## config.mk

```make
export PLATFORM = sky130hd
export DESIGN_NAME = probe_train_schedule_generator
export DESIGN_NICKNAME = d
export VERILOG_FILES = /design/src/rtl/core/ptsg_pkg.sv /design/src/rtl/core/probe_train_schedule_generator.sv /design/src/rtl/core/ptsg_div.sv /design/src/rtl/core/ptsg_dp.sv /design/src/rtl/core/ptsg_ctrl.sv
export SDC_FILE = /design/constraint.sdc
export NUM_CORES = 2
export LEC_CHECK = 0
export BUFFER_PORTS_ARGS = -buffer_cell sky130_fd_sc_hd__clkbuf_2
export CORE_UTILIZATION = 65
export DETAILED_ROUTE_END_ITERATION = 8
export PLACE_DENSITY = 0.84
export SYNTH_ARGS = -nofsm -noshare
export SYNTH_HDL_FRONTEND = slang
export SYNTH_SLANG_ARGS = --single-unit
```

## constraint.sdc

```tcl
create_clock -name clk_i -period 8.6 [get_ports clk_i]
set_clock_uncertainty 0.2 [all_clocks]
set_input_delay 0.86 -clock clk_i [delete_from_list [all_inputs] [get_ports clk_i]]
set_output_delay 0.86 -clock clk_i [all_outputs]
set_load 0.05 [all_outputs]
```

## src/rtl/core/ptsg_pkg.sv

```systemverilog
// Package of the probe train schedule generator: payload structs, codes,
// controller command and status types and fixed-point helper functions.
// It depends on nothing else.
package ptsg_pkg;

  localparam int unsigned TimeW = 48;
  localparam logic [TimeW-1:0] TimeMax = {TimeW{1'b1}};

  typedef struct packed {
    logic        kind;
    logic [23:0] load_count;
    logic [13:0] load_size;
    logic [16:0] load_rate;
  } in_t;

  typedef struct packed {
    logic             slot_valid;
    logic             packet_class;
    logic [23:0]      slot_index;
    logic [TimeW-1:0] offset_ns;
    logic             last;
  } out_t;

  typedef enum logic [2:0] {
    CFG_MIN_RATE     = 3'd0,
    CFG_MAX_RATE     = 3'd1,
    CFG_MIN_GAP      = 3'd2,
    CFG_MAX_GAP      = 3'd3,
    CFG_TAIL_GAP     = 3'd4,
    CFG_HEAD_COUNT   = 3'd5,
    CFG_TAIL_COUNT   = 3'd6,
    CFG_INSPECT_SIZE = 3'd7
  } cfg_idx_e;

  typedef enum logic [1:0] {
    PH_DONE = 2'd0,
    PH_LOAD = 2'd1,
    PH_HEAD = 2'd2,
    PH_TAIL = 2'd3
  } phase_e;

  typedef enum logic [2:0] {
    OP_NONE, OP_LATCH, OP_START, OP_DISPATCH, OP_DIVGO, OP_TAKE, OP_JUDGE, OP_FINISH
  } op_e;

  typedef enum logic [2:0] {
    DS_LOAD, DS_HEAD0, DS_STEP, DS_RATE, DS_MIN
  } div_sel_e;

  typedef enum logic [2:0] {
    S_IDLE, S_START, S_DISPATCH, S_DIVGO, S_DIVWAIT, S_JUDGE, S_FINISH
  } state_e;

  typedef struct packed {
    op_e      op;
    div_sel_e sel;
  } cmd_t;

  typedef struct packed {
    phase_e phase;
    logic   cnt_zero;
    logic   fill;
    logic   div_done;
    logic   min_branch;
    logic   out_free;
  } sts_t;

  // Multiplication by 8000 as 8192 - 128 - 64.
  function automatic logic [63:0] mul8000(input logic [63:0] x);
    mul8000 = (x << 13) - (x << 7) - (x << 6);
  endfunction

  function automatic logic [TimeW-1:0] sat_time(input logic [63:0] v);
    sat_time = (v > 64'(TimeMax)) ? TimeMax : v[TimeW-1:0];
  endfunction

endpackage

```

## src/rtl/core/probe_train_schedule_generator.sv

```systemverilog
// One input transaction yields one slot of the probe train. Tail slots and
// advances after the end need no division, load slots and the first head
// slot one, and other head slots two or three (none once filling): each
// division runs through one shared radix-2 divider. A held result delays
// the next one. Uses ptsg_pkg, ptsg_ctrl, ptsg_dp.
module probe_train_schedule_generator
  import ptsg_pkg::*;
(
  input  logic        clk_i,
  input  logic        rst_ni,
  input  logic        cfg_we_i,
  input  logic [2:0]  cfg_idx_i,
  input  logic [29:0] cfg_wdata_i,
  input  logic        in_valid_i,
  output logic        in_ready_o,
  input  in_t         in_data_i,
  output logic        out_valid_o,
  input  logic        out_ready_i,
  output out_t        out_data_o
);

  cmd_t cmd;
  sts_t sts;

  ptsg_ctrl u_ctrl (
    .clk_i      (clk_i),
    .rst_ni     (rst_ni),
    .in_valid_i (in_valid_i),
    .in_ready_o (in_ready_o),
    .sts_i      (sts),
    .cmd_o      (cmd)
  );

  ptsg_dp u_dp (
    .clk_i       (clk_i),
    .rst_ni      (rst_ni),
    .cfg_we_i    (cfg_we_i),
    .cfg_idx_i   (cfg_idx_i),
    .cfg_wdata_i (cfg_wdata_i),
    .in_valid_i  (in_valid_i),
    .in_data_i   (in_data_i),
    .out_valid_o (out_valid_o),
    .out_ready_i (out_ready_i),
    .out_data_o  (out_data_o),
    .cmd_i       (cmd),
    .sts_o       (sts)
  );

endmodule

```

## src/rtl/core/ptsg_div.sv

```systemverilog
// Radix-2 restoring divider of the probe train schedule generator.
// Divides a 64-bit value by a nonzero 48-bit value; uses ptsg_pkg.
module ptsg_div
  import ptsg_pkg::*;
(
  input  logic             clk_i,
  input  logic             rst_ni,
  input  logic             start_i,
  input  logic [63:0]      num_i,
  input  logic [TimeW-1:0] den_i,
  output logic             done_o,
  output logic [63:0]      quo_o
);

  logic [TimeW-1:0] rem_q, rem_d, den_q;
  logic [63:0]      quo_q, quo_d;
  logic [5:0]       cnt_q, cnt_d;
  logic             busy_q, busy_d, done_q, done_d;
  logic [TimeW:0]   shifted, trial;
  logic             ge;

  assign shifted = {rem_q, quo_q[63]};
  assign ge      = shifted >= {1'b0, den_q};
  assign trial   = shifted - {1'b0, den_q};

  always_comb begin
    rem_d  = rem_q;
    quo_d  = quo_q;
    cnt_d  = cnt_q;
    busy_d = busy_q;
    done_d = 1'b0;
    if (start_i) begin
      rem_d  = '0;
      quo_d  = num_i;
      cnt_d  = '0;
      busy_d = 1'b1;
    end else if (busy_q) begin
      rem_d = ge ? trial[TimeW-1:0] : shifted[TimeW-1:0];
      quo_d = {quo_q[62:0], ge};
      cnt_d = cnt_q + 6'd1;
      if (cnt_q == 6'd63) begin
        busy_d = 1'b0;
        done_d = 1'b1;
      end
    end
  end

  always_ff @(posedge clk_i or negedge rst_ni) begin
    if (!rst_ni) begin
      busy_q <= 1'b0;
      done_q <= 1'b0;
      cnt_q  <= '0;
    end else begin
      busy_q <= busy_d;
      done_q <= done_d;
      cnt_q  <= cnt_d;
    end
  end

  always_ff @(posedge clk_i) begin
    rem_q <= rem_d;
    quo_q <= quo_d;
    if (start_i) begin
      den_q <= den_i;
    end
  end

  assign done_o = done_q;
  assign quo_o  = quo_q;

endmodule

```

## src/rtl/core/ptsg_dp.sv

```systemverilog
// Datapath of the probe train schedule generator: configuration and train
// state, operand selection, the shared divider and the output register.
// Uses ptsg_pkg and ptsg_div.
module ptsg_dp
  import ptsg_pkg::*;
(
  input  logic        clk_i,
  input  logic        rst_ni,
  input  logic        cfg_we_i,
  input  logic [2:0]  cfg_idx_i,
  input  logic [29:0] cfg_wdata_i,
  input  logic        in_valid_i,
  input  in_t         in_data_i,
  output logic        out_valid_o,
  input  logic        out_ready_i,
  output out_t        out_data_o,
  input  cmd_t        cmd_i,
  output sts_t        sts_o
);

  logic [16:0] min_rate_q, max_rate_q;
  logic [29:0] min_gap_q, max_gap_q, tail_gap_q;
  logic [11:0] head_count_q, tail_count_q;
  logic [13:0] inspect_size_q;

  in_t              item_q;
  phase_e           phase_q;
  logic [23:0]      cnt_q;
  logic [TimeW-1:0] last_q, t_q;
  logic [31:0]      sweep_q, r_q;
  logic [39:0]      bt_q;
  logic [11:0]      pl_q;
  logic             fill_q;
  logic [23:0]      hcount_q;
  logic [13:0]      hsize_q;
  logic [16:0]      hrate_q;
  logic [37:0]      prod_q;
  logic             out_valid_q;
  out_t             out_q;

  logic             div_start, div_done;
  logic [63:0]      div_num, div_quo;
  logic [TimeW-1:0] div_den;
  logic [31:0]      min_q8, mag;
  logic             neg;
  logic [TimeW:0]   add_max, add_min, add_tail;
  logic [TimeW-1:0] sat_max, sat_min, sat_tail, diff;
  logic             ok, over;
  logic [24:0]      cnt_inc;
  logic [11:0]      pl_dec;
  out_t             fin_out;

  assign min_q8 = {7'd0, min_rate_q, 8'd0};
  assign neg    = min_q8 < sweep_q;
  assign mag    = neg ? (sweep_q - min_q8) : (min_q8 - sweep_q);

  assign add_max  = {1'b0, last_q} + (TimeW+1)'(max_gap_q);
  assign add_min  = {1'b0, last_q} + (TimeW+1)'(min_gap_q);
  assign add_tail = {1'b0, last_q} + (TimeW+1)'(tail_gap_q);
  assign sat_max  = add_max[TimeW] ? TimeMax : add_max[TimeW-1:0];
  assign sat_min  = add_min[TimeW] ? TimeMax : add_min[TimeW-1:0];
  assign sat_tail = add_tail[TimeW] ? TimeMax : add_tail[TimeW-1:0];

  assign diff = t_q - last_q;
  assign ok   = (t_q >= last_q) && (diff <= TimeW'(max_gap_q)) && (diff >= TimeW'(min_gap_q));
  assign over = !ok && (t_q > last_q) && (diff > TimeW'(max_gap_q));

  assign cnt_inc = {1'b0, cnt_q} + 25'd1;
  assign pl_dec  = pl_q - 12'd1;

  always_comb begin
    div_num = '0;
    div_den = TimeW'(1);
    unique case (cmd_i.sel)
      DS_LOAD: begin
        div_num = mul8000(64'(prod_q));
        div_den = (hrate_q == '0) ? TimeW'(1) : TimeW'(hrate_q);
      end
      DS_HEAD0: begin
        div_num = mul8000(64'(bt_q));
        div_den = (max_rate_q == '0) ? TimeW'(1) : TimeW'(max_rate_q);
      end
      DS_STEP: begin
        div_num = 64'(mag);
        div_den = TimeW'(pl_q);
      end
      DS_RATE: begin
        div_num = mul8000(64'(bt_q)) << 8;
        div_den = (r_q == '0) ? TimeW'(1) : TimeW'(r_q);
      end
      DS_MIN: begin
        div_num = mul8000(64'(bt_q)) << 8;
        div_den = (t_q == '0) ? TimeW'(1) : t_q;
      end
      default: begin
        div_num = '0;
        div_den = TimeW'(1);
      end
    endcase
  end

  always_comb begin
    fin_out = '0;
    if (phase_q != PH_DONE) begin
      fin_out.slot_valid   = 1'b1;
      fin_out.packet_class = phase_q != PH_LOAD;
      fin_out.slot_index   = cnt_q;
      fin_out.offset_ns    = t_q;
      unique case (phase_q)
        PH_LOAD: fin_out.last = (cnt_inc >= {1'b0, hcount_q}) && (head_count_q == '0);
        PH_HEAD: fin_out.last = (pl_dec == '0) && (tail_count_q == '0);
        default: fin_out.last = pl_dec == '0;
      endcase
    end
  end

  assign div_start = cmd_i.op == OP_DIVGO;

  ptsg_div u_div (
    .clk_i   (clk_i),
    .rst_ni  (rst_ni),
    .start_i (div_start),
    .num_i   (div_num),
    .den_i   (div_den),
    .done_o  (div_done),
    .quo_o   (div_quo)
  );

  always_ff @(posedge clk_i or negedge rst_ni) begin
    if (!rst_ni) begin
      min_rate_q     <= 17'd50;
      max_rate_q     <= 17'd1000;
      min_gap_q      <= 30'd40000;
      max_gap_q      <= 30'd400000;
      tail_gap_q     <= 30'd300000;
      head_count_q   <= 12'd80;
      tail_count_q   <= 12'd20;
      inspect_size_q <= 14'd1472;
    end else if (cfg_we_i) begin
      unique case (cfg_idx_e'(cfg_idx_i))
        CFG_MIN_RATE:     min_rate_q     <= cfg_wdata_i[16:0];
        CFG_MAX_RATE:     max_rate_q     <= cfg_wdata_i[16:0];
        CFG_MIN_GAP:      min_gap_q      <= cfg_wdata_i;
        CFG_MAX_GAP:      max_gap_q      <= cfg_wdata_i;
        CFG_TAIL_GAP:     tail_gap_q     <= cfg_wdata_i;
        CFG_HEAD_COUNT:   head_count_q   <= cfg_wdata_i[11:0];
        CFG_TAIL_COUNT:   tail_count_q   <= cfg_wdata_i[11:0];
        CFG_INSPECT_SIZE: inspect_size_q <= cfg_wdata_i[13:0];
        default: ;
      endcase
    end
  end

  always_ff @(posedge clk_i or negedge rst_ni) begin
    if (!rst_ni) begin
      phase_q     <= PH_DONE;
      cnt_q       <= '0;
      last_q      <= '0;
      sweep_q     <= '0;
      bt_q        <= '0;
      pl_q        <= '0;
      fill_q      <= 1'b0;
      hcount_q    <= '0;
      hsize_q     <= '0;
      hrate_q     <= 17'd1;
      out_valid_q <= 1'b0;
    end else begin
      if (cmd_i.op == OP_FINISH) begin
        out_valid_q <= 1'b1;
      end else if (out_valid_q && out_ready_i) begin
        out_valid_q <= 1'b0;
      end
      unique case (cmd_i.op)
        OP_START: begin
          if (!item_q.kind) begin
            hcount_q <= item_q.load_count;
            hsize_q  <= item_q.load_size;
            hrate_q  <= item_q.load_rate;
            bt_q     <= 40'(item_q.load_count) * 40'(item_q.load_size);
            last_q   <= '0;
            sweep_q  <= '0;
            fill_q   <= 1'b0;
            cnt_q    <= '0;
            if (item_q.load_count != '0) begin
              phase_q <= PH_LOAD;
              pl_q    <= '0;
            end else if (head_count_q != '0) begin
              phase_q <= PH_HEAD;
              pl_q    <= head_count_q;
            end else begin
              phase_q <= PH_DONE;
              pl_q    <= '0;
            end
          end
        end
        OP_TAKE: begin
          unique case (cmd_i.sel)
            DS_HEAD0: begin
              sweep_q <= {7'd0, max_rate_q, 8'd0};
              fill_q  <= 1'b0;
            end
            DS_MIN:   sweep_q <= (div_quo[63:32] != '0) ? '1 : div_quo[31:0];
            default: ;
          endcase
        end
        OP_JUDGE: begin
          if (ok) begin
            sweep_q <= r_q;
          end else if (over) begin
            fill_q <= 1'b1;
          end
        end
        OP_FINISH: begin
          unique case (phase_q)
            PH_LOAD: begin
              if (cnt_inc >= {1'b0, hcount_q}) begin
                cnt_q <= '0;
                if (head_count_q != '0) begin
                  phase_q <= PH_HEAD;
                  pl_q    <= head_count_q;
                end else begin
                  phase_q <= PH_DONE;
                  pl_q    <= '0;
                end
              end else begin
                cnt_q <= cnt_inc[23:0];
              end
            end
            PH_HEAD: begin
              bt_q   <= bt_q + 40'(inspect_size_q);
              last_q <= t_q;
              cnt_q  <= cnt_inc[23:0];
              if (pl_dec == '0) begin
                if (tail_count_q != '0) begin
                  phase_q <= PH_TAIL;
                  pl_q    <= tail_count_q;
                end else begin
                  phase_q <= PH_DONE;
                  pl_q    <= pl_dec;
                end
              end else begin
                pl_q <= pl_dec;
              end
            end
            PH_TAIL: begin
              last_q <= t_q;
              pl_q   <= pl_dec;
              cnt_q  <= cnt_inc[23:0];
              if (pl_dec == '0) begin
                phase_q <= PH_DONE;
              end
            end
            default: ;
          endcase
        end
        default: ;
      endcase
    end
  end

  always_ff @(posedge clk_i) begin
    unique case (cmd_i.op)
      OP_LATCH: begin
        if (in_valid_i) begin
          item_q <= in_data_i;
        end
      end
      OP_DISPATCH: begin
        prod_q <= 38'(hsize_q) * 38'(cnt_q);
        t_q    <= (phase_q == PH_TAIL) ? sat_tail : sat_max;
      end
      OP_TAKE: begin
        unique case (cmd_i.sel)
          DS_STEP:  r_q <= neg ? (sweep_q - div_quo[31:0]) : (sweep_q + div_quo[31:0]);
          DS_MIN:   ;
          default:  t_q <= sat_time(div_quo);
        endcase
      end
      OP_JUDGE: begin
        if (!ok) begin
          t_q <= over ? sat_max : sat_min;
        end
      end
      OP_FINISH: begin
        out_q <= fin_out;
      end
      default: ;
    endcase
  end

  assign sts_o.phase      = phase_q;
  assign sts_o.cnt_zero   = cnt_q == '0;
  assign sts_o.fill       = fill_q;
  assign sts_o.div_done   = div_done;
  assign sts_o.min_branch = !ok && !over;
  assign sts_o.out_free   = !out_valid_q || out_ready_i;

  assign out_valid_o = out_valid_q;
  assign out_data_o  = out_q;

endmodule

```

## src/rtl/core/ptsg_ctrl.sv

```systemverilog
// Controller of the probe train schedule generator: sequences the datapath
// through latch, start, dispatch, division, judge and finish steps. Uses ptsg_pkg.
module ptsg_ctrl
  import ptsg_pkg::*;
(
  input  logic clk_i,
  input  logic rst_ni,
  input  logic in_valid_i,
  output logic in_ready_o,
  input  sts_t sts_i,
  output cmd_t cmd_o
);

  state_e   state_q, state_d;
  div_sel_e sel_q, sel_d;

  always_comb begin
    state_d = state_q;
    sel_d   = sel_q;
    unique case (state_q)
      S_IDLE:  if (in_valid_i) state_d = S_START;
      S_START: state_d = S_DISPATCH;
      S_DISPATCH: begin
        unique case (sts_i.phase)
          PH_LOAD: begin
            state_d = S_DIVGO;
            sel_d   = DS_LOAD;
          end
          PH_HEAD: begin
            if (sts_i.cnt_zero) begin
              state_d = S_DIVGO;
              sel_d   = DS_HEAD0;
            end else if (sts_i.fill) begin
              state_d = S_FINISH;
            end else begin
              state_d = S_DIVGO;
              sel_d   = DS_STEP;
            end
          end
          default: state_d = S_FINISH;
        endcase
      end
      S_DIVGO: state_d = S_DIVWAIT;
      S_DIVWAIT: begin
        if (sts_i.div_done) begin
          unique case (sel_q)
            DS_STEP: begin
              state_d = S_DIVGO;
              sel_d   = DS_RATE;
            end
            DS_RATE: state_d = S_JUDGE;
            default: state_d = S_FINISH;
          endcase
        end
      end
      S_JUDGE: begin
        if (sts_i.min_branch) begin
          state_d = S_DIVGO;
          sel_d   = DS_MIN;
        end else begin
          state_d = S_FINISH;
        end
      end
      S_FINISH: if (sts_i.out_free) state_d = S_IDLE;
      default: state_d = S_IDLE;
    endcase
  end

  always_comb begin
    cmd_o.op  = OP_NONE;
    cmd_o.sel = sel_q;
    unique case (state_q)
      S_IDLE:     cmd_o.op = OP_LATCH;
      S_START:    cmd_o.op = OP_START;
      S_DISPATCH: cmd_o.op = OP_DISPATCH;
      S_DIVGO:    cmd_o.op = OP_DIVGO;
      S_DIVWAIT:  cmd_o.op = sts_i.div_done ? OP_TAKE : OP_NONE;
      S_JUDGE:    cmd_o.op = OP_JUDGE;
      S_FINISH:   cmd_o.op = sts_i.out_free ? OP_FINISH : OP_NONE;
      default:    cmd_o.op = OP_NONE;
    endcase
  end

  assign in_ready_o = state_q == S_IDLE;

  always_ff @(posedge clk_i or negedge rst_ni) begin
    if (!rst_ni) begin
      state_q <= S_IDLE;
      sel_q   <= DS_LOAD;
    end else begin
      state_q <= state_d;
      sel_q   <= sel_d;
    end
  end

  a_divgo_wait: assert property (@(posedge clk_i) disable iff (!rst_ni)
    state_q == S_DIVGO |=> state_q == S_DIVWAIT)
    else $error("Division launch not followed by wait.");

  a_done_in_wait: assert property (@(posedge clk_i) disable iff (!rst_ni)
    sts_i.div_done |-> state_q == S_DIVWAIT)
    else $error("Division finished outside the wait state.");

  a_finish_free: assert property (@(posedge clk_i) disable iff (!rst_ni)
    cmd_o.op == OP_FINISH |-> sts_i.out_free)
    else $error("Result written over a pending transaction.");

endmodule
```

# ---- Word-level counts from Yosys, hierarchy flattened
# Cells that the tools add are included.
dict set report word_totals {
  ff_bits 800
  in_bits 94
  wordCells 264
}
dict set report op_classes {
  n_addsub 17
  multipliers 2
  order_cmp 9
  eq_ne 50
  muxes 88
  bitwise 1
  reduce_logical 58
}
# operator count
set op_table {}
lappend op_table {{48-bit 2-to-1 mux} 12}
lappend op_table {{64-bit one-hot mux with 4 select lines} 1}
lappend op_table {{48-bit one-hot mux with 5 select lines} 1}
lappend op_table {{32-bit 2-to-1 mux} 6}
lappend op_table {{48-bit by 30-bit adder with 49-bit output} 3}
lappend op_table {{48-bit one-hot mux with 3 select lines} 1}
lappend op_table {{64-bit 2-to-1 mux} 2}
lappend op_table {{24-bit one-hot mux with 2 select lines} 2}
lappend op_table {{32-bit one-hot mux with 3 select lines} 1}
lappend op_table {{48-bit one-hot mux with 2 select lines} 1}
lappend op_table {{48-bit subtractor} 2}
lappend op_table {{40-bit 2-to-1 mux} 2}
lappend op_table {{40-bit one-hot mux with 2 select lines} 1}
lappend op_table {{75-bit 2-to-1 mux} 1}
lappend op_table {{12-bit 2-to-1 mux} 6}
lappend op_table {{64-bit by 48-bit greater-than comparator with 1-bit output (second input constant)} 1}
lappend op_table {{32-bit one-hot mux with 2 select lines} 1}
lappend op_table {{64-bit by 44-bit subtractor with 64-bit output} 1}
lappend op_table {{64-bit by 46-bit subtractor with 64-bit output} 1}
lappend op_table {{53-bit by 47-bit subtractor with 54-bit output} 1}
lappend op_table {{51-bit by 45-bit subtractor with 52-bit output} 1}
lappend op_table {{49-bit by 48-bit >= comparator with 1-bit output} 1}
lappend op_table {{48-bit by 30-bit >= comparator with 1-bit output} 1}
lappend op_table {{48-bit >= comparator} 1}
lappend op_table {{other kinds (61)} 174}

# ---- Logic depth before layout (Yosys ltp)
dict set report depth {
  depth_word 11
  depth_mapped 31
  depth_no_buf 29
}

# ---- By module
# A second synthesis with hierarchy kept.
dict set report unflattened {
  hier_cells 9531
  hier_area_um2 83617.7
}
# mod instances cells_per_inst area_per_inst_um2
set modules_own_cells {}
lappend modules_own_cells {ptsg_dp 1 8545 73307.8}
lappend modules_own_cells {ptsg_div 1 921 9719.3}
lappend modules_own_cells {ptsg_ctrl 1 65 590.6}

# ---- Worst setup path after synthesis
# No wires, ideal clock.
dict set report synth_path {
  path_type {reg2reg}
  start {reg u_dp.item_q[24] in the netlist's numbering}
  end {reg u_dp.bt_q[35]}
  arrival_time_ns 7.041
  slack_ns 1.292
  path_stages_with_launch 27
  n_path_buf 2
  period_less_slack_ns 7.308
  path_cell_list {edfxtp_1 -> clkbuf_1 -> clkbuf_1 -> nand2_1 -> fa_1 -> fa_1 -> inv_1 -> fa_1 -> fa_1 -> inv_1 -> fa_1 -> inv_1 -> fa_1 -> ha_1 -> a21o_1 -> a21o_1 -> a21o_1 -> or3_1 -> o21ai_0 -> a31oi_1 -> a31oi_1 -> o21ai_0 -> a31oi_1 -> o21ai_0 -> or4b_2 -> nand3_1 -> a221o_1}
}
dict set report synth_between {
  elab_chain_len 3
}
# element line
set synth_lines {}
lappend synth_lines {{start, declared} ptsg_dp.sv:26} ;# in_t item_q;
lappend synth_lines {{start signal, assigned} ptsg_dp.sv:265} ;# item_q <= in_data_i;
lappend synth_lines {{24-bit by 14-bit multiplier with 38-bit output} ptsg_dp.sv:179} ;# bt_q <= 40'(item_q.load_count) * 40'(item_q.load_size);
lappend synth_lines {{40-bit 2-to-1 mux} ptsg_dp.sv:175} ;# if (!item_q.kind) begin
lappend synth_lines {{40-bit one-hot mux with 2 select lines} ptsg_dp.sv:173} ;# unique case (cmd_i.op)
lappend synth_lines {{end signal, assigned} ptsg_dp.sv:179}
lappend synth_lines {{end signal, assigned} ptsg_dp.sv:230} ;# bt_q <= bt_q + 40'(inspect_size_q);
lappend synth_lines {{end, declared} ptsg_dp.sv:31} ;# logic [39:0] bt_q;
# No other way between the ends. The select of a mux whose other input is x is not followed.
# A chain may end at the register's enable or synchronous reset.

# ---- Worst setup path in the final report
dict set report layout_path {
  start {reg u_dp.t_q[7]}
  end {reg u_dp.t_q[28], enable pin}
}
dict set report layout_between {
  elab_chain_len 6
  word_cells_on_any_way 8
}
# element line
set layout_lines {}
lappend layout_lines {{start, declared} ptsg_dp.sv:29} ;# logic [TimeW-1:0] last_q, t_q;
lappend layout_lines {{start signal, assigned} ptsg_dp.sv:270} ;# t_q <= (phase_q == PH_TAIL) ? sat_tail : sat_max;
lappend layout_lines {{start signal, assigned} ptsg_dp.sv:276} ;# default: t_q <= sat_time(div_quo);
lappend layout_lines {{start signal, assigned} ptsg_dp.sv:281} ;# t_q <= over ? sat_max : sat_min;
lappend layout_lines {{48-bit subtractor} ptsg_dp.sv:64} ;# assign diff = t_q - last_q;
lappend layout_lines {{48-bit by 30-bit <= comparator with 1-bit output} ptsg_dp.sv:65} ;# assign ok = (t_q >= last_q) && (diff <= TimeW'(max_gap_q)) && (diff >= TimeW'(min_gap_q));
lappend layout_lines {{1-bit logical AND} ptsg_dp.sv:65}
lappend layout_lines {{1-bit logical AND *} ptsg_dp.sv:65}
lappend layout_lines {{2-bit inequality test (no line) *} --}
lappend layout_lines {{3-bit AND reduction (no line) *} --}
# Mark *: on every way between the ends. The rest lies on a longest branch, timed or not.

==> results_dict.tcl <==
set metrics [dict create \
    final_layout_size_suffix_gt1_share_pct 7.58 \
    synthArstFlopShare_pct 48.9 \
    synthTopCellsByArea "edfxtp_1 (13%), fa_1 (13%), dfrtp_1 (11%), ha_1 (11%), nand2_1 (5.3%)" \
    via_count 73200 \
    netlist_area_mm2 0.0820 \
    cts.repair.resized 0 \
    worstHoldPathType "in2reg" \
    synth_warnings 0 \
    slew_viol_final 4 \
    endpoint_kind "flip-flop" \
    synth_cells 9387 \
    status "complete, but fails checks" \
    cts_max_path_buffers 3 \
    final_hold_viol_count 0 \
    cp_top_family "simple AND/OR/NAND/NOR gates" \
    stdcell_area_mm2 0.0877 \
    cp_data_arrival_time_ns 8.35 \
    max-cap-violations 2 \
    seq_area_frac_synth_pct 26.4 \
    tritoncts "yes" \
    synth-edff-count 361 \
    crit_path_start_kind "flip-flop" \
    syn_area_per_cell_um2 8.73 \
    synth.top_cell.area_share_pct 13.2 \
    critPathLaunch "u_dp.t_q[7]" \
    avgViaCountPerCell 6.60 \
    initialDrtViolationCount 9325 \
    grt_start_max_net_pins 135 \
    num_rows 129 \
    crit_path_frequent_cell "nand4_1" \
    place_area_mm2 0.0844 \
    max_slew_margin_pct -3.76 \
    period_share_pct 94.5 \
    die_w_um 357 \
    die-height_um 357 \
    max_stage_delay_ns 0.61 \
    synth_ff_type "edfxtp_1" \
    cts-root-buf "clkbuf_16" \
    crit_fanout 48 \
    worstSetupPathType "reg2reg" \
    drt-total-wl_um 279000 \
    drtAntennaViolNets 0 \
    clock_latency_ns 0.78 \
    yosysMostFrequentCell "nand2_1" \
    clk_pin_slew_worst_paths_ns 0.06 \
    timing.rr.start "u_dp.t_q[7]" \
    start_util_pct 65.9 \
    drc_errors 0 \
    grt_pass1_wl_um 424000 \
    cts-buffers-inserted 94 \
    setup_viol 0 \
    endpoint "u_dp.t_q[28]" \
    netlist-cell-type-count 97 \
    syn_nets 10700 \
    ys_ff_latch 800 \
    rsz0062_at_grt "no" \
    failed_checks "capacitance limit, slew limit" \
    crit_buf_inv 1 \
    hpwl_um 213000 \
    fmax_mhz 123 \
    place.gp.congestion 1.09 \
    io_buffer_count 170 \
    first_pass_iters 8 \
    track_usage_pct 43.6 \
    slowest_stage "and4_2" \
    fin_util_pct 70.5 \
    fin_tns_setup_ns 0 \
    cp.required_ns 8.83 \
    core-area_mm2 0.124 \
    r2r_slack_ns 0.47 \
    gr-total-overflow 0 \
    grt_pass1_vias 71700 \
    synth_common_cells "nand2_1 (1150), inv_1 (926), ha_1 (708)" \
    rr_endpoint "u_dp.t_q[28]" \
    fin_crit_ns 8.13 \
    htreeDepth 3 \
    yosys.area.top_type "edfxtp_1" \
    nNetsFinal 10700 \
    cp.depth 28 \
    reg2reg_depth 28 \
    die_area_mm2 0.128 \
    area_delta_synth_final_pct 6.99 \
    antenna_found_initial 8 \
    clock-sinks 800 \
    pin_count 171 \
    tightest_slew_ns 1.54 \
    wl_per_cell_um 25.2 \
]
how the worst min path moves through the flow:
stage / from / endpoint / slack (ns) / cells after the start
floorplan: u_dp.item_q[10] / u_dp.hrate_q[10] / 0.21 / 2
global placement: u_dp.item_q[14] / u_dp.hrate_q[14] / 0.22 / 2
detailed placement: u_dp.item_q[8] / u_dp.hrate_q[8] / 0.23 / 2
CTS: in_data_i[15] / u_dp.item_q[15] / 0.04 / 1
global route: in_data_i[15] / u_dp.item_q[15] / 0.04 / 1
finish: in_data_i[15] / u_dp.item_q[15] / 0.05 / 1
registers in the layout (all words and copies together) (netlist names), 40 cells and up:
register,cells
u_dp.u_div.rem_q,48
u_dp.out_data_o,75
u_dp.item_q,56
u_dp.last_q,48
u_dp.u_div.quo_o,64
u_dp.t_q,48
u_dp.u_div.den_q,48
u_dp.bt_q,40
worst register-to-register path: cells and delay by family (launching register included):
kind            cells  cell delay (ns)
buf+inv             1             0.33
xor+xnor            1             0.18
flops               1             0.55
simple gates       15             3.99
fa+ha+maj           2             0.75
compound gates      9             1.73
final cells by class:
class / count / area [µm²]
diodes: 7 / 17.5
clock buffers: 122 / 2590
clock inverters: 56 / 649
fillers: 9603 / 36800
inverters: 932 / 3500
multi-input cells: 7232 / 55400
flip-flops and latches: 800 / 21600
well taps: 1637 / 2050
repair buffers: 303 / 1890
cell families (layout without fill, tap and decap cells):
kind of cell               Yosys count  after routing  synth area share (%)
AOI/OAI and AO/OA                 2362           2362                  18.3
xor gates and xnor gates           521            521                  5.57
adders and majority gates         1238           1238                  23.8
buffers and inverters             1355           1413                  6.27
DFF                                800            800                  26.4
muxes                              222            222                  2.95
other                                0              7                     0
and+or+nand+nor                   2889           2889                  16.8
stage by stage:
stage          cells  setup slack [ns]  hold slack (ns)
2_1_floorplan   9387              1.29            0.215
3_3_place_gp   10900             0.874            0.221
3_5_place_dp   10900             0.425            0.233
4_1_cts        11100             0.370           0.0351
5_1_grt        11100             0.205           0.0432
6_report       11100             0.475           0.0505
repair_timing:
item                                    CTS  global route
setup buffers                             0             7
endpoints found under the hold margin    77             0
hold buffers                              1             0
endpoints found under the setup margin    0            13
per-layer routing:
layer	routed length (µm)	track usage [%]	vias up
li1	-	-	32600
met1	102000	53.5	35100
met2	122000	67.5	4426
met3	28600	8.85	1033
met4	26700	34.3	12
met5	99	0	-
cell usage in the layout (no fill, tap or decap), drive strengths merged, types with 128 or more instances in the layout:
master  Yosys  routed
a21oi     690     690
fa        530     530
nand2    1151    1151
buf        41     133
nor2      511     511
edfxtp    361     361
a21o      278     278
mux2      136     136
xor2      189     189
inv       926     935
nor2b     132     132
o21ai     580     580
clkbuf    382     291
ha        708     708
xnor2     332     332
nor3      128     128
nand3     154     154
and2      315     315
dfrtp     354     354
Power is not shown: default switching activity piles up to over one toggle a cycle in this logic, so the estimate is an artifact.
